$ cat src/sha256_stream_hasher_assert.svh
// ---------------------------------------------------------------------------
// sha256 stream hasher assertion macros
// implication checks on the rising clock, off while reset is asserted
// ---------------------------------------------------------------------------
`ifndef SHA256_STREAM_HASHER_ASSERT_SVH
`define SHA256_STREAM_HASHER_ASSERT_SVH

`ifndef NO_ASSERTIONS
// same-cycle implication
`define SHS_ASSERT_IMPLY(label, clk, rst_n, ante, cons) \
	label: assert property (@(posedge clk) disable iff (!rst_n) (ante) |-> (cons)) \
		else $error("assertion failed");
// next-cycle implication
`define SHS_ASSERT_NEXT(label, clk, rst_n, ante, cons) \
	label: assert property (@(posedge clk) disable iff (!rst_n) (ante) |=> (cons)) \
		else $error("assertion failed");
`else
`define SHS_ASSERT_IMPLY(label, clk, rst_n, ante, cons)
`define SHS_ASSERT_NEXT(label, clk, rst_n, ante, cons)
`endif

`endif

$ cat src/shs_pkg.sv
// ---------------------------------------------------------------------------
// shs_pkg
// types, constants and round functions shared by the sha-256 stream hasher
// ---------------------------------------------------------------------------
`timescale 1ns / 1ps

package shs_pkg;

	localparam int BLOCK_BYTES = 64;
	localparam int LENGTH_POS  = 56;
	localparam int ROUNDS      = 64;
	localparam int DIGEST_WORDS = 8;
	localparam int LEN_W       = 61;
	localparam logic [7:0] PAD_MARKER = 8'h80;

	localparam logic [31:0] IV_WORDS [DIGEST_WORDS] = '{
		32'h6a09e667, 32'hbb67ae85, 32'h3c6ef372, 32'ha54ff53a,
		32'h510e527f, 32'h9b05688c, 32'h1f83d9ab, 32'h5be0cd19
	};

	localparam logic [31:0] ROUND_K [ROUNDS] = '{
		32'h428a2f98, 32'h71374491, 32'hb5c0fbcf, 32'he9b5dba5,
		32'h3956c25b, 32'h59f111f1, 32'h923f82a4, 32'hab1c5ed5,
		32'hd807aa98, 32'h12835b01, 32'h243185be, 32'h550c7dc3,
		32'h72be5d74, 32'h80deb1fe, 32'h9bdc06a7, 32'hc19bf174,
		32'he49b69c1, 32'hefbe4786, 32'h0fc19dc6, 32'h240ca1cc,
		32'h2de92c6f, 32'h4a7484aa, 32'h5cb0a9dc, 32'h76f988da,
		32'h983e5152, 32'ha831c66d, 32'hb00327c8, 32'hbf597fc7,
		32'hc6e00bf3, 32'hd5a79147, 32'h06ca6351, 32'h14292967,
		32'h27b70a85, 32'h2e1b2138, 32'h4d2c6dfc, 32'h53380d13,
		32'h650a7354, 32'h766a0abb, 32'h81c2c92e, 32'h92722c85,
		32'ha2bfe8a1, 32'ha81a664b, 32'hc24b8b70, 32'hc76c51a3,
		32'hd192e819, 32'hd6990624, 32'hf40e3585, 32'h106aa070,
		32'h19a4c116, 32'h1e376c08, 32'h2748774c, 32'h34b0bcb5,
		32'h391c0cb3, 32'h4ed8aa4a, 32'h5b9cca4f, 32'h682e6ff3,
		32'h748f82ee, 32'h78a5636f, 32'h84c87814, 32'h8cc70208,
		32'h90befffa, 32'ha4506ceb, 32'hbef9a3f7, 32'hc67178f2
	};

	typedef struct packed {
		logic [7:0] data_byte;
		logic       byte_valid;
		logic       message_end;
	} shs_in_t;

	typedef struct packed {
		logic [31:0] digest_word;
		logic [2:0]  word_index;
		logic        final_word;
	} shs_out_t;

	typedef enum logic [1:0] {
		SRC_INPUT,
		SRC_MARKER,
		SRC_ZERO,
		SRC_LENGTH
	} shs_src_t;

	typedef struct packed {
		logic       put_byte;
		shs_src_t   byte_src;
		logic       init_work;
		logic       round_en;
		logic [5:0] round_idx;
		logic       fold;
		logic       load_out;
		logic [2:0] out_idx;
		logic       restart;
	} shs_cmd_t;

	typedef struct packed {
		logic fill_at_len;
		logic fill_at_last;
	} shs_stat_t;

	function automatic logic [31:0] ror32(input logic [31:0] v, input int n);
		ror32 = (v >> n) | (v << (32 - n));
	endfunction

	function automatic logic [31:0] big_sigma0(input logic [31:0] x);
		big_sigma0 = ror32(x, 2) ^ ror32(x, 13) ^ ror32(x, 22);
	endfunction

	function automatic logic [31:0] big_sigma1(input logic [31:0] x);
		big_sigma1 = ror32(x, 6) ^ ror32(x, 11) ^ ror32(x, 25);
	endfunction

	function automatic logic [31:0] small_sigma0(input logic [31:0] x);
		small_sigma0 = ror32(x, 7) ^ ror32(x, 18) ^ (x >> 3);
	endfunction

	function automatic logic [31:0] small_sigma1(input logic [31:0] x);
		small_sigma1 = ror32(x, 17) ^ ror32(x, 19) ^ (x >> 10);
	endfunction

endpackage

$ cat src/shs_datapath.sv
// ---------------------------------------------------------------------------
// shs_datapath
// block buffer, message schedule, round registers and chaining value
// ---------------------------------------------------------------------------
`timescale 1ns / 1ps

module shs_datapath (
	input  logic              clk,
	input  logic              arst_n,
	input  logic [7:0]        data_byte,
	input  shs_pkg::shs_cmd_t cmd,
	output shs_pkg::shs_stat_t stat,
	output shs_pkg::shs_out_t digest
);
	import shs_pkg::*;

	// buffer doubles as the 16-word schedule window, oldest word on top
	logic [511:0]       buf_q;
	logic [5:0]         fill_q;
	logic [LEN_W-1:0]   len_q;
	logic [31:0]        cv_q [DIGEST_WORDS];
	logic [31:0]        work_q [DIGEST_WORDS];
	shs_out_t           out_q;

	logic [63:0] bit_len;
	logic [7:0]  len_bytes [8];
	logic [7:0]  byte_in;
	logic [31:0] w_t, w_1, w_9, w_14, w_next;
	logic [31:0] t1, t2, ch, maj;

	assign bit_len = {len_q, 3'b000};

	always_comb begin
		for (int i = 0; i < 8; i++) begin
			len_bytes[i] = bit_len[63 - 8*i -: 8];
		end
	end

	always_comb begin
		case (cmd.byte_src)
			SRC_INPUT:  byte_in = data_byte;
			SRC_MARKER: byte_in = PAD_MARKER;
			SRC_ZERO:   byte_in = 8'h00;
			SRC_LENGTH: byte_in = len_bytes[fill_q[2:0]];
			default:    byte_in = 8'h00;
		endcase
	end

	assign w_t  = buf_q[511:480];
	assign w_1  = buf_q[479:448];
	assign w_9  = buf_q[223:192];
	assign w_14 = buf_q[63:32];
	assign w_next = small_sigma1(w_14) + w_9 + small_sigma0(w_1) + w_t;

	assign ch  = (work_q[4] & work_q[5]) ^ (~work_q[4] & work_q[6]);
	assign maj = (work_q[0] & work_q[1]) ^ (work_q[0] & work_q[2]) ^ (work_q[1] & work_q[2]);
	assign t1  = work_q[7] + big_sigma1(work_q[4]) + ch + ROUND_K[cmd.round_idx] + w_t;
	assign t2  = big_sigma0(work_q[0]) + maj;

	always_ff @(posedge clk or negedge arst_n) begin
		if (!arst_n) begin
			fill_q <= '0;
			len_q  <= '0;
			for (int i = 0; i < DIGEST_WORDS; i++) cv_q[i] <= IV_WORDS[i];
		end else if (cmd.restart) begin
			fill_q <= '0;
			len_q  <= '0;
			for (int i = 0; i < DIGEST_WORDS; i++) cv_q[i] <= IV_WORDS[i];
		end else begin
			if (cmd.put_byte) begin
				fill_q <= fill_q + 6'd1;
				if (cmd.byte_src == SRC_INPUT) len_q <= len_q + LEN_W'(1);
			end
			if (cmd.fold) begin
				for (int i = 0; i < DIGEST_WORDS; i++) cv_q[i] <= cv_q[i] + work_q[i];
			end
		end
	end

	always_ff @(posedge clk) begin
		if (cmd.put_byte) begin
			buf_q <= {buf_q[503:0], byte_in};
		end else if (cmd.round_en) begin
			buf_q <= {buf_q[479:0], w_next};
		end
		if (cmd.init_work) begin
			for (int i = 0; i < DIGEST_WORDS; i++) work_q[i] <= cv_q[i];
		end else if (cmd.round_en) begin
			work_q[7] <= work_q[6];
			work_q[6] <= work_q[5];
			work_q[5] <= work_q[4];
			work_q[4] <= work_q[3] + t1;
			work_q[3] <= work_q[2];
			work_q[2] <= work_q[1];
			work_q[1] <= work_q[0];
			work_q[0] <= t1 + t2;
		end
		if (cmd.load_out) begin
			out_q.digest_word <= cv_q[cmd.out_idx];
			out_q.word_index  <= cmd.out_idx;
			out_q.final_word  <= (cmd.out_idx == 3'(DIGEST_WORDS - 1));
		end
	end

	assign stat.fill_at_len  = (fill_q == 6'(LENGTH_POS));
	assign stat.fill_at_last = (fill_q == 6'(BLOCK_BYTES - 1));
	assign digest = out_q;

endmodule

$ cat src/shs_ctrl.sv
// ---------------------------------------------------------------------------
// shs_ctrl
// sequencer for absorbing, compression rounds, padding and digest output
// ---------------------------------------------------------------------------
`timescale 1ns / 1ps

module shs_ctrl (
	input  logic               clk,
	input  logic               arst_n,
	input  logic               item_valid,
	input  logic               byte_valid,
	input  logic               message_end,
	input  logic               digest_stall,
	input  shs_pkg::shs_stat_t stat,
	output logic               item_stall,
	output logic               digest_valid,
	output shs_pkg::shs_cmd_t  cmd
);
	import shs_pkg::*;

	typedef enum logic [4:0] {
		S_IDLE  = 5'b00001,
		S_ROUND = 5'b00010,
		S_FOLD  = 5'b00100,
		S_PAD   = 5'b01000,
		S_OUT   = 5'b10000
	} state_t;

	state_t     state_q, state_d;
	logic       close_q, marker_q, lenph_q, out_valid_q;
	logic [5:0] rnd_q;
	logic [2:0] idx_q;
	logic       accept;

	assign accept     = item_valid && (state_q == S_IDLE);
	assign item_stall = (state_q != S_IDLE);
	assign digest_valid = out_valid_q;

	always_comb begin
		cmd           = '0;
		cmd.byte_src  = SRC_INPUT;
		cmd.round_idx = rnd_q;
		cmd.out_idx   = idx_q;
		state_d       = state_q;
		case (state_q)
			S_IDLE: begin
				if (accept) begin
					cmd.put_byte  = byte_valid;
					cmd.init_work = byte_valid && stat.fill_at_last;
					if (byte_valid && stat.fill_at_last) state_d = S_ROUND;
					else if (message_end) state_d = S_PAD;
				end
			end
			S_ROUND: begin
				cmd.round_en = 1'b1;
				if (rnd_q == 6'(ROUNDS - 1)) state_d = S_FOLD;
			end
			S_FOLD: begin
				cmd.fold = 1'b1;
				if (lenph_q) state_d = S_OUT;
				else if (close_q) state_d = S_PAD;
				else state_d = S_IDLE;
			end
			S_PAD: begin
				cmd.put_byte = 1'b1;
				if (!marker_q) cmd.byte_src = SRC_MARKER;
				else if (!lenph_q && !stat.fill_at_len) cmd.byte_src = SRC_ZERO;
				else cmd.byte_src = SRC_LENGTH;
				cmd.init_work = stat.fill_at_last;
				if (stat.fill_at_last) state_d = S_ROUND;
			end
			S_OUT: begin
				cmd.load_out = !out_valid_q || !digest_stall;
				cmd.restart  = cmd.load_out && (idx_q == 3'(DIGEST_WORDS - 1));
				if (cmd.restart) state_d = S_IDLE;
			end
			default: state_d = S_IDLE;
		endcase
	end

	always_ff @(posedge clk or negedge arst_n) begin
		if (!arst_n) begin
			state_q     <= S_IDLE;
			close_q     <= 1'b0;
			marker_q    <= 1'b0;
			lenph_q     <= 1'b0;
			out_valid_q <= 1'b0;
			rnd_q       <= '0;
			idx_q       <= '0;
		end else begin
			state_q <= state_d;
			if (accept) begin
				close_q  <= message_end;
				marker_q <= 1'b0;
				lenph_q  <= 1'b0;
			end
			if (cmd.put_byte && cmd.byte_src == SRC_MARKER) marker_q <= 1'b1;
			if (cmd.put_byte && cmd.byte_src == SRC_LENGTH) lenph_q <= 1'b1;
			if (cmd.restart) begin
				close_q  <= 1'b0;
				marker_q <= 1'b0;
				lenph_q  <= 1'b0;
			end
			rnd_q <= cmd.round_en ? rnd_q + 6'd1 : '0;
			if (cmd.load_out) idx_q <= idx_q + 3'd1;
			// transaction on the digest side frees the output register
			if (cmd.load_out) out_valid_q <= 1'b1;
			else if (!digest_stall) out_valid_q <= 1'b0;
		end
	end

endmodule

$ cat src/sha256_stream_hasher.sv
// ---------------------------------------------------------------------------
// sha256_stream_hasher
// SHA-256 over a byte stream, digest out as eight big-endian words
// ---------------------------------------------------------------------------
// An ordinary byte is accepted in the idle state. The 64th byte of a block
// starts the compression: 64 rounds, one per cycle, and a fold of the result
// into the chaining value, during which the input is stalled. A close pads
// one byte a cycle up to the block end (plus a second compression when the
// length does not fit), then loads one digest word per cycle into the output
// register while the receiver does not stall, eight in all. Sustained
// throughput is set by the single round unit, which stalls the input.
`timescale 1ns / 1ps

module sha256_stream_hasher (
	input  logic              clk,
	input  logic              arst_n,
	input  logic              item_valid,
	output logic              item_stall,
	input  shs_pkg::shs_in_t  item,
	output logic              digest_valid,
	input  logic              digest_stall,
	output shs_pkg::shs_out_t digest
);
	import shs_pkg::*;

	`include "sha256_stream_hasher_assert.svh"

	shs_cmd_t  cmd;
	shs_stat_t stat;

	shs_ctrl u_ctrl (
		.clk          (clk),
		.arst_n       (arst_n),
		.item_valid   (item_valid),
		.byte_valid   (item.byte_valid),
		.message_end  (item.message_end),
		.digest_stall (digest_stall),
		.stat         (stat),
		.item_stall   (item_stall),
		.digest_valid (digest_valid),
		.cmd          (cmd)
	);

	shs_datapath u_datapath (
		.clk       (clk),
		.arst_n    (arst_n),
		.data_byte (item.data_byte),
		.cmd       (cmd),
		.stat      (stat),
		.digest    (digest)
	);

	// no transaction is taken while the round unit is busy
	`SHS_ASSERT_IMPLY(a_stall_in_round, clk, arst_n, cmd.round_en, item_stall)
	// last digest word is never followed directly by another word
	`SHS_ASSERT_NEXT(a_single_digest, clk, arst_n,
		digest_valid && !digest_stall && digest.final_word, !digest_valid)
	`SHS_ASSERT_IMPLY(a_final_index, clk, arst_n, digest_valid,
		digest.final_word == (digest.word_index == 3'd7))

endmodule

$ cat config.mk
export PLATFORM = sky130hd
export DESIGN_NAME = sha256_stream_hasher
export DESIGN_NICKNAME = d
export VERILOG_FILES = /design/src/shs_pkg.sv /design/src/shs_datapath.sv /design/src/shs_ctrl.sv /design/src/sha256_stream_hasher.sv
export VERILOG_INCLUDE_DIRS = /design/src /design/src/src
export SDC_FILE = /design/constraint.sdc
export NUM_CORES = 2
export LEC_CHECK = 0
export CAP_MARGIN = 0
export CORE_MARGIN = 4
export CORE_UTILIZATION = 35
export DETAILED_ROUTE_END_ITERATION = 7
export DONT_BUFFER_PORTS = 1
export MAX_ROUTING_LAYER = met4
export PLACE_DENSITY = 0.52
export SLEW_MARGIN = 10
export SYNTH_ARGS = -nofsm -noshare
export SYNTH_HDL_FRONTEND = slang
export SYNTH_SLANG_ARGS = --single-unit
$ cat constraint.sdc
create_clock -name clk -period 19.5 [get_ports clk]
set_input_delay 3.9 -clock clk [delete_from_list [all_inputs] [get_ports clk]]
set_output_delay 3.9 -clock clk [all_outputs]
set_load 0.03 [all_outputs]
* After elaboration in Yosys (flattened, before gate mapping) *
Memory sizes are Yosys's and may differ from the RTL's.
Cells that the tools add are included.

operators by class
  magnitude comparators = 3
  multiplexer cells = 61
  bitwise operators = 38
  reduce and logical (&&, ||, !) cells = 21
  multiply operators = 0
  add/sub/neg operators = 22
  equal/unequal tests = 19
  div/mod/pow operators = 0
  shift-type cells = 0

operators with widths
  cell                     count
  $mux W512                2
  $add A32 B32 Y32         18
  $mux W256                2
  $mux W32                 12
  $xor A32 B32 Y32         9
  $mux W61                 3
  $and A32 B32 Y32         5
  $bmux W32 S3             1
  $add A61 B1 Y61 const B  1
  $mux W5                  7
  $not A32 Y32             1
  $or A10 B32 Y32          1
  $or A13 B32 Y32          1
  $or A14 B32 Y32          1
  $or A15 B32 Y32          1
  $or A19 B32 Y32          1
  $or A21 B32 Y32          1
  $or A25 B32 Y32          1
  $or A26 B32 Y32          1
  $or A30 B32 Y32          1
  $or A7 B32 Y32           1
  $pmux W8 S4              1
  $xor A32 B22 Y32         1
  $xor A32 B29 Y32         1
  35 further kinds         90

storage, ports and cells
  bits in read-only memories = 2048
  register bits = 889
  memories kept = 2
  memory bits (writable) = 256
  bits in latches = 0

memory list
  memory             words  bits a word  read ports  clocked after memory_dff  wr ports  RTL line            RTL
  (name not given)   64     32           1           0                         0         shs_datapath.sv:57  assign t1 = work_q[7] + big_sigma1(work_q[4]) + ch + ROUND_K[cmd.round_idx] + w_t;
  u_datapath.work_q  8      32           8           0                         8         shs_datapath.sv:22  logic [31:0] work_q [DIGEST_WORDS];

* Depth between registers and ports, before layout *
  word-level depth = 10
  depth in mapped cells = 42
  gate-level depth less buffers = 40

* Modules after synthesis *
Synthesis repeated with hierarchy kept, for this count alone.

unflattened totals
  cell total of the unflattened synthesis = 7477
  area, all modules = 77683.3 um^2

modules (own cells, without submodules)
  module        area each (um^2)  instances  seq. area each (um^2)  cells each
  shs_datapath  76783.6           1          32396.1                7388
  shs_ctrl      899.6             1          451.7                  89

* Least setup slack after synthesis *
No wires, ideal clock.

  path kind = input to register
  start = input port item[1] (netlist name)
  end = register u_datapath.buf_q[0], enable pin
  slack = 2737 ps
  arrival = 13131 ps
  setup time = 3632 ps
  stages = 6
  buffers on the path = 3
  cell sequence = nand3_1 -> and2_1 -> clkbuf_1 -> clkbuf_1 -> clkbuf_1 -> nand2_1

on the way
  cells in the longest elaborated chain, start to end = 3

ends and longest elaborated chain
  what                                 RTL line                    RTL
  start, declared                      sha256_stream_hasher.sv:19  input shs_pkg::shs_in_t item,
  $mux W1                              shs_ctrl.sv:47              if (accept) begin
  $pmux W1 S2                          shs_ctrl.sv:45              case (state_q)
  $reduce_bool A2 Y1 (no source line)  -
  end signal, assigned                 shs_datapath.sv:82          buf_q <= {buf_q[503:0], byte_in};
  end signal, assigned                 shs_datapath.sv:84          buf_q <= {buf_q[479:0], w_next};
  end, declared                        shs_datapath.sv:18          logic [511:0] buf_q;

No other way between the ends.
A chain may end at the register's enable or synchronous reset.

==> results.txt <==
synth top area cells -> edfxtp_1 (32%), nand2_1 (9.0%), dfrtp_1 (6.7%), ha_1 (6.5%), fa_1 (5.1%)
Post-synth EDFFs -> 804
initial antenna violation count -> 6
main flop type after synthesis -> edfxtp_1
compound-gate portion of the synthesized area -> 13.0%
xor and xnor area share after synthesis -> 7.15%
Slew Limit Fails -> 0
Die Footprint -> 0.226 sq mm
Final Setup Violations -> 0
Initial DRT Pass Iterations -> 6
Vias/cell -> 5.49
CTS resizes -> 0
Hold Vio Cnt, Final -> 0
synthesized cell area -> 0.0765 sq mm
Worst setup EP type -> register
DRC Markers -> 0
via count -> 57900
synth cell count leaders -> nand2_1 (1832), edfxtp_1 (804), o21ai_0 (470)
layout cells sized above 1 -> 10.4%
Clock Skew -> 0.0442 ns
core area -> 0.217 sq mm
total CTS buffers -> 141
fill count -> 21600
Max Freq -> 0.0978 GHz
largest net degree at the start of global routing -> 342
GRT Util Overall -> 22.4%
vias in the first global route -> 56300
final worst-path setup slack -> 9.27 ns
Overflow after GRT -> 0
Worst-Margin Slew -> 1.25 ns
slowest stage delay, CP -> 0.85 ns
Multi-input gate area -> 0.0411 sq mm
final wirelength -> 250000 um
Req. time, crit path -> 20.02 ns
register area share after synthesis -> 42.9%
Fin Hold WS -> 0.476 ns
Max Buffers Root-to-Sink -> 3
Arrival @ worst endpoint -> 10.74 ns
Net Switching -> 6.70 mW
Sink Count -> 1145
htree depth -> 4
maximum fanout along the worst path -> 77
layout net count -> 8186
Worst VDD drop -> 295 uV
Avg Cell Area, Syn -> 9.79 sq um
slowest CP cell -> dfrtp_2
hold path depth -> 2
die extent in x -> 476 um
Synth area leader -> edfxtp_1
clock-pin slew on the worst setup and hold paths -> 0.06 ns
Seq pwr share -> 28.8%
Syn Nets -> 8422
Leakage -> 35.5 nW
Int Pwr -> 8.21 mW
clock latency on the worst-skew pair -> 0.82 ns
Initial Util -> 35.2%
CTS tree -> yes
Final GP Congestion -> 0.949
post-synth top area share -> 31.6%
post-synthesis register bit count -> 1145
synth warn -> 0
slew margin rel. -> 16.9%
largest family of logic cells by synthesized area -> simple AND/OR/NAND/NOR gates
num rows -> 171
DRT antenna net count -> 0
pre-CTS setup slack -> 9.31 ns
final setup TNS -> 0 ns
startpoint types -> register
Port Buf Inserts -> 0
Die Y -> 476 um
Power Density -> 178 mW/mm^2
Sequential Area -> 0.0329 sq mm
Hold Buf Count CTS -> 0
critical path class -> reg -> reg
routed len/inst -> 23.7 um
Post-Synth Adder-Cell Area -> 11.9%
synthesized instance count -> 7816
first-pass GRT wire length -> 374000 um
DP Wirelength -> 182000 um
Ports -> 52
Synth Area in Simple Gates -> 15.2%
setup repair bufs after CTS -> 0
total of max-cap violations -> 0
synth unique cells -> 100
Tightest Hold Check Type -> reg -> reg
top-count cell post-synth -> nand2_1
status -> complete, no violations
sw frac -> 44.9%
combinational power share -> 53.1%
DRT iter0 DRCs -> 5344
Async SR Flop Fraction -> 29.8%
Synth-to-Final Area Change -> 9.52%
RSZ-0062 raised after global routing -> no
FF-to-FF path depth -> 34
minimum clock period -> 10.23 ns
Final period util -> 52.4%
clock group share of total power -> 18.1%
mux share of post-synthesis cell area -> 6.36%
clk root buf -> clkbuf_16
-- state kept, by name (all words and copies together), names as in the netlist, 5 cells and up --
name,cells
u_datapath.buf_q,512
u_datapath.cv_q,256
u_datapath.work_q,256
u_datapath.len_q,61
u_datapath.digest,36
u_ctrl.rnd_q,6
u_datapath.fill_q,6
u_ctrl.state_q,5
-- cell families (layout without fill, tap and decap cells) --
kind of cell / Yosys count / after routing
xor+xnor: 625 / 625
mux: 356 / 356
flops: 1145 / 1145
compound gates: 1596 / 1596
simple gates: 2775 / 2775
buf+inv: 701 / 579
other cells: 0 / 3
fa+ha+maj: 618 / 618
-- area by class of cell --
cell class                 instances  share of cell area (%)
antenna                            3                 0.00896
clock buffer                     193                    4.58
clock inverter                    64                    1.04
inverter                         258                    1.16
multi-input combinational       5970                    49.1
sequential                      1145                    39.2
tap                             2854                    4.26
timing repair buffer              64                   0.678
-- cell usage in the layout (no fill, tap or decap), types with 25 or more instances in the layout --
| cell | instances |
|---|---|
| dfstp_2 | 137 |
| nor2b_1 | 45 |
| or3_1 | 32 |
| inv_1 | 254 |
| xor2_1 | 211 |
| edfxtp_1 | 804 |
| maj3_1 | 26 |
| mux2_2 | 252 |
| and3_1 | 43 |
| a21o_1 | 180 |
| o211ai_1 | 39 |
| clkbuf_1 | 42 |
| nand2b_1 | 45 |
| o31ai_1 | 35 |
| nand4_1 | 36 |
| nor3_1 | 109 |
| ha_1 | 397 |
| nand2_1 | 1828 |
| o21a_1 | 49 |
| a31oi_1 | 43 |
| buf_4 | 57 |
| a21oi_1 | 442 |
| dfrtp_1 | 197 |
| clkbuf_16 | 142 |
| o21ai_0 | 470 |
| fa_1 | 195 |
| nand3_1 | 147 |
| mux4_2 | 79 |
| a211oi_1 | 56 |
| xnor2_1 | 414 |
| nor2_1 | 374 |
| o21bai_1 | 50 |
| mux2i_1 | 25 |
-- power groups by stage --
| stage | sequential, mW | clock, mW | combinational, mW |
|---|---|---|---|
| CTS | 4.30 | 2.77 | 7.93 |
| finish | 4.29 | 2.70 | 7.91 |
| detailed placement | 4.34 | 0 | 7.84 |
| floorplan | 4.23 | 0 | 5.59 |
| global placement | 4.33 | 0 | 7.81 |
| global route | 4.35 | 2.87 | 8.75 |
-- stage by stage --
step / cell area, sq um / power, mW / cells / utilization, %
floorplan: 76500 / 9.82 / 7816 / -
global placement: 79100 / 12.1 / 10300 / 36.4
detailed placement: 79100 / 12.2 / 10300 / 36.4
CTS: 83800 / 15.0 / 10500 / 38.5
global route: 83800 / 16.0 / 10500 / 38.5
finish: 83800 / 14.9 / 10600 / 38.5
-- final timing paths --
kind,slack (ns),endpoint,startpoint
worst max-delay path,9.27,u_datapath.work_q[0][31],u_ctrl.rnd_q[2]
worst min-delay path,0.48,u_datapath.cv_q[223],u_datapath.cv_q[223]
worst max register to register,9.27,u_datapath.work_q[0][31],u_ctrl.rnd_q[2]
worst min register to register,0.48,u_datapath.cv_q[223],u_datapath.cv_q[223]
max in group asynchronous,15.80,u_ctrl.state_q[4],arst_n
min in group asynchronous,2.82,u_datapath.cv_q[176],arst_n
-- worst max-delay path: cells and delay by family (launching register included) --
family | cells | cell delay (ns)
DFF | 1 | 0.85
adders and majority gates | 6 | 2.54
buffers and inverters | 3 | 0.90
xor gates and xnor gates | 2 | 0.29
AOI/OAI and AO/OA | 19 | 3.95
and+or+nand+nor | 4 | 1.32
-- layer usage --
layer	vias to the layer above	track usage [%]	part of all wire (%)
met3	324	3.06	5.5
met4	0	5.89	2.7
met1	29000	31.3	46
li1	27000	-	-
met2	1644	34.3	46
met5	-	-	0
Power figures use the tool's default switching activity.
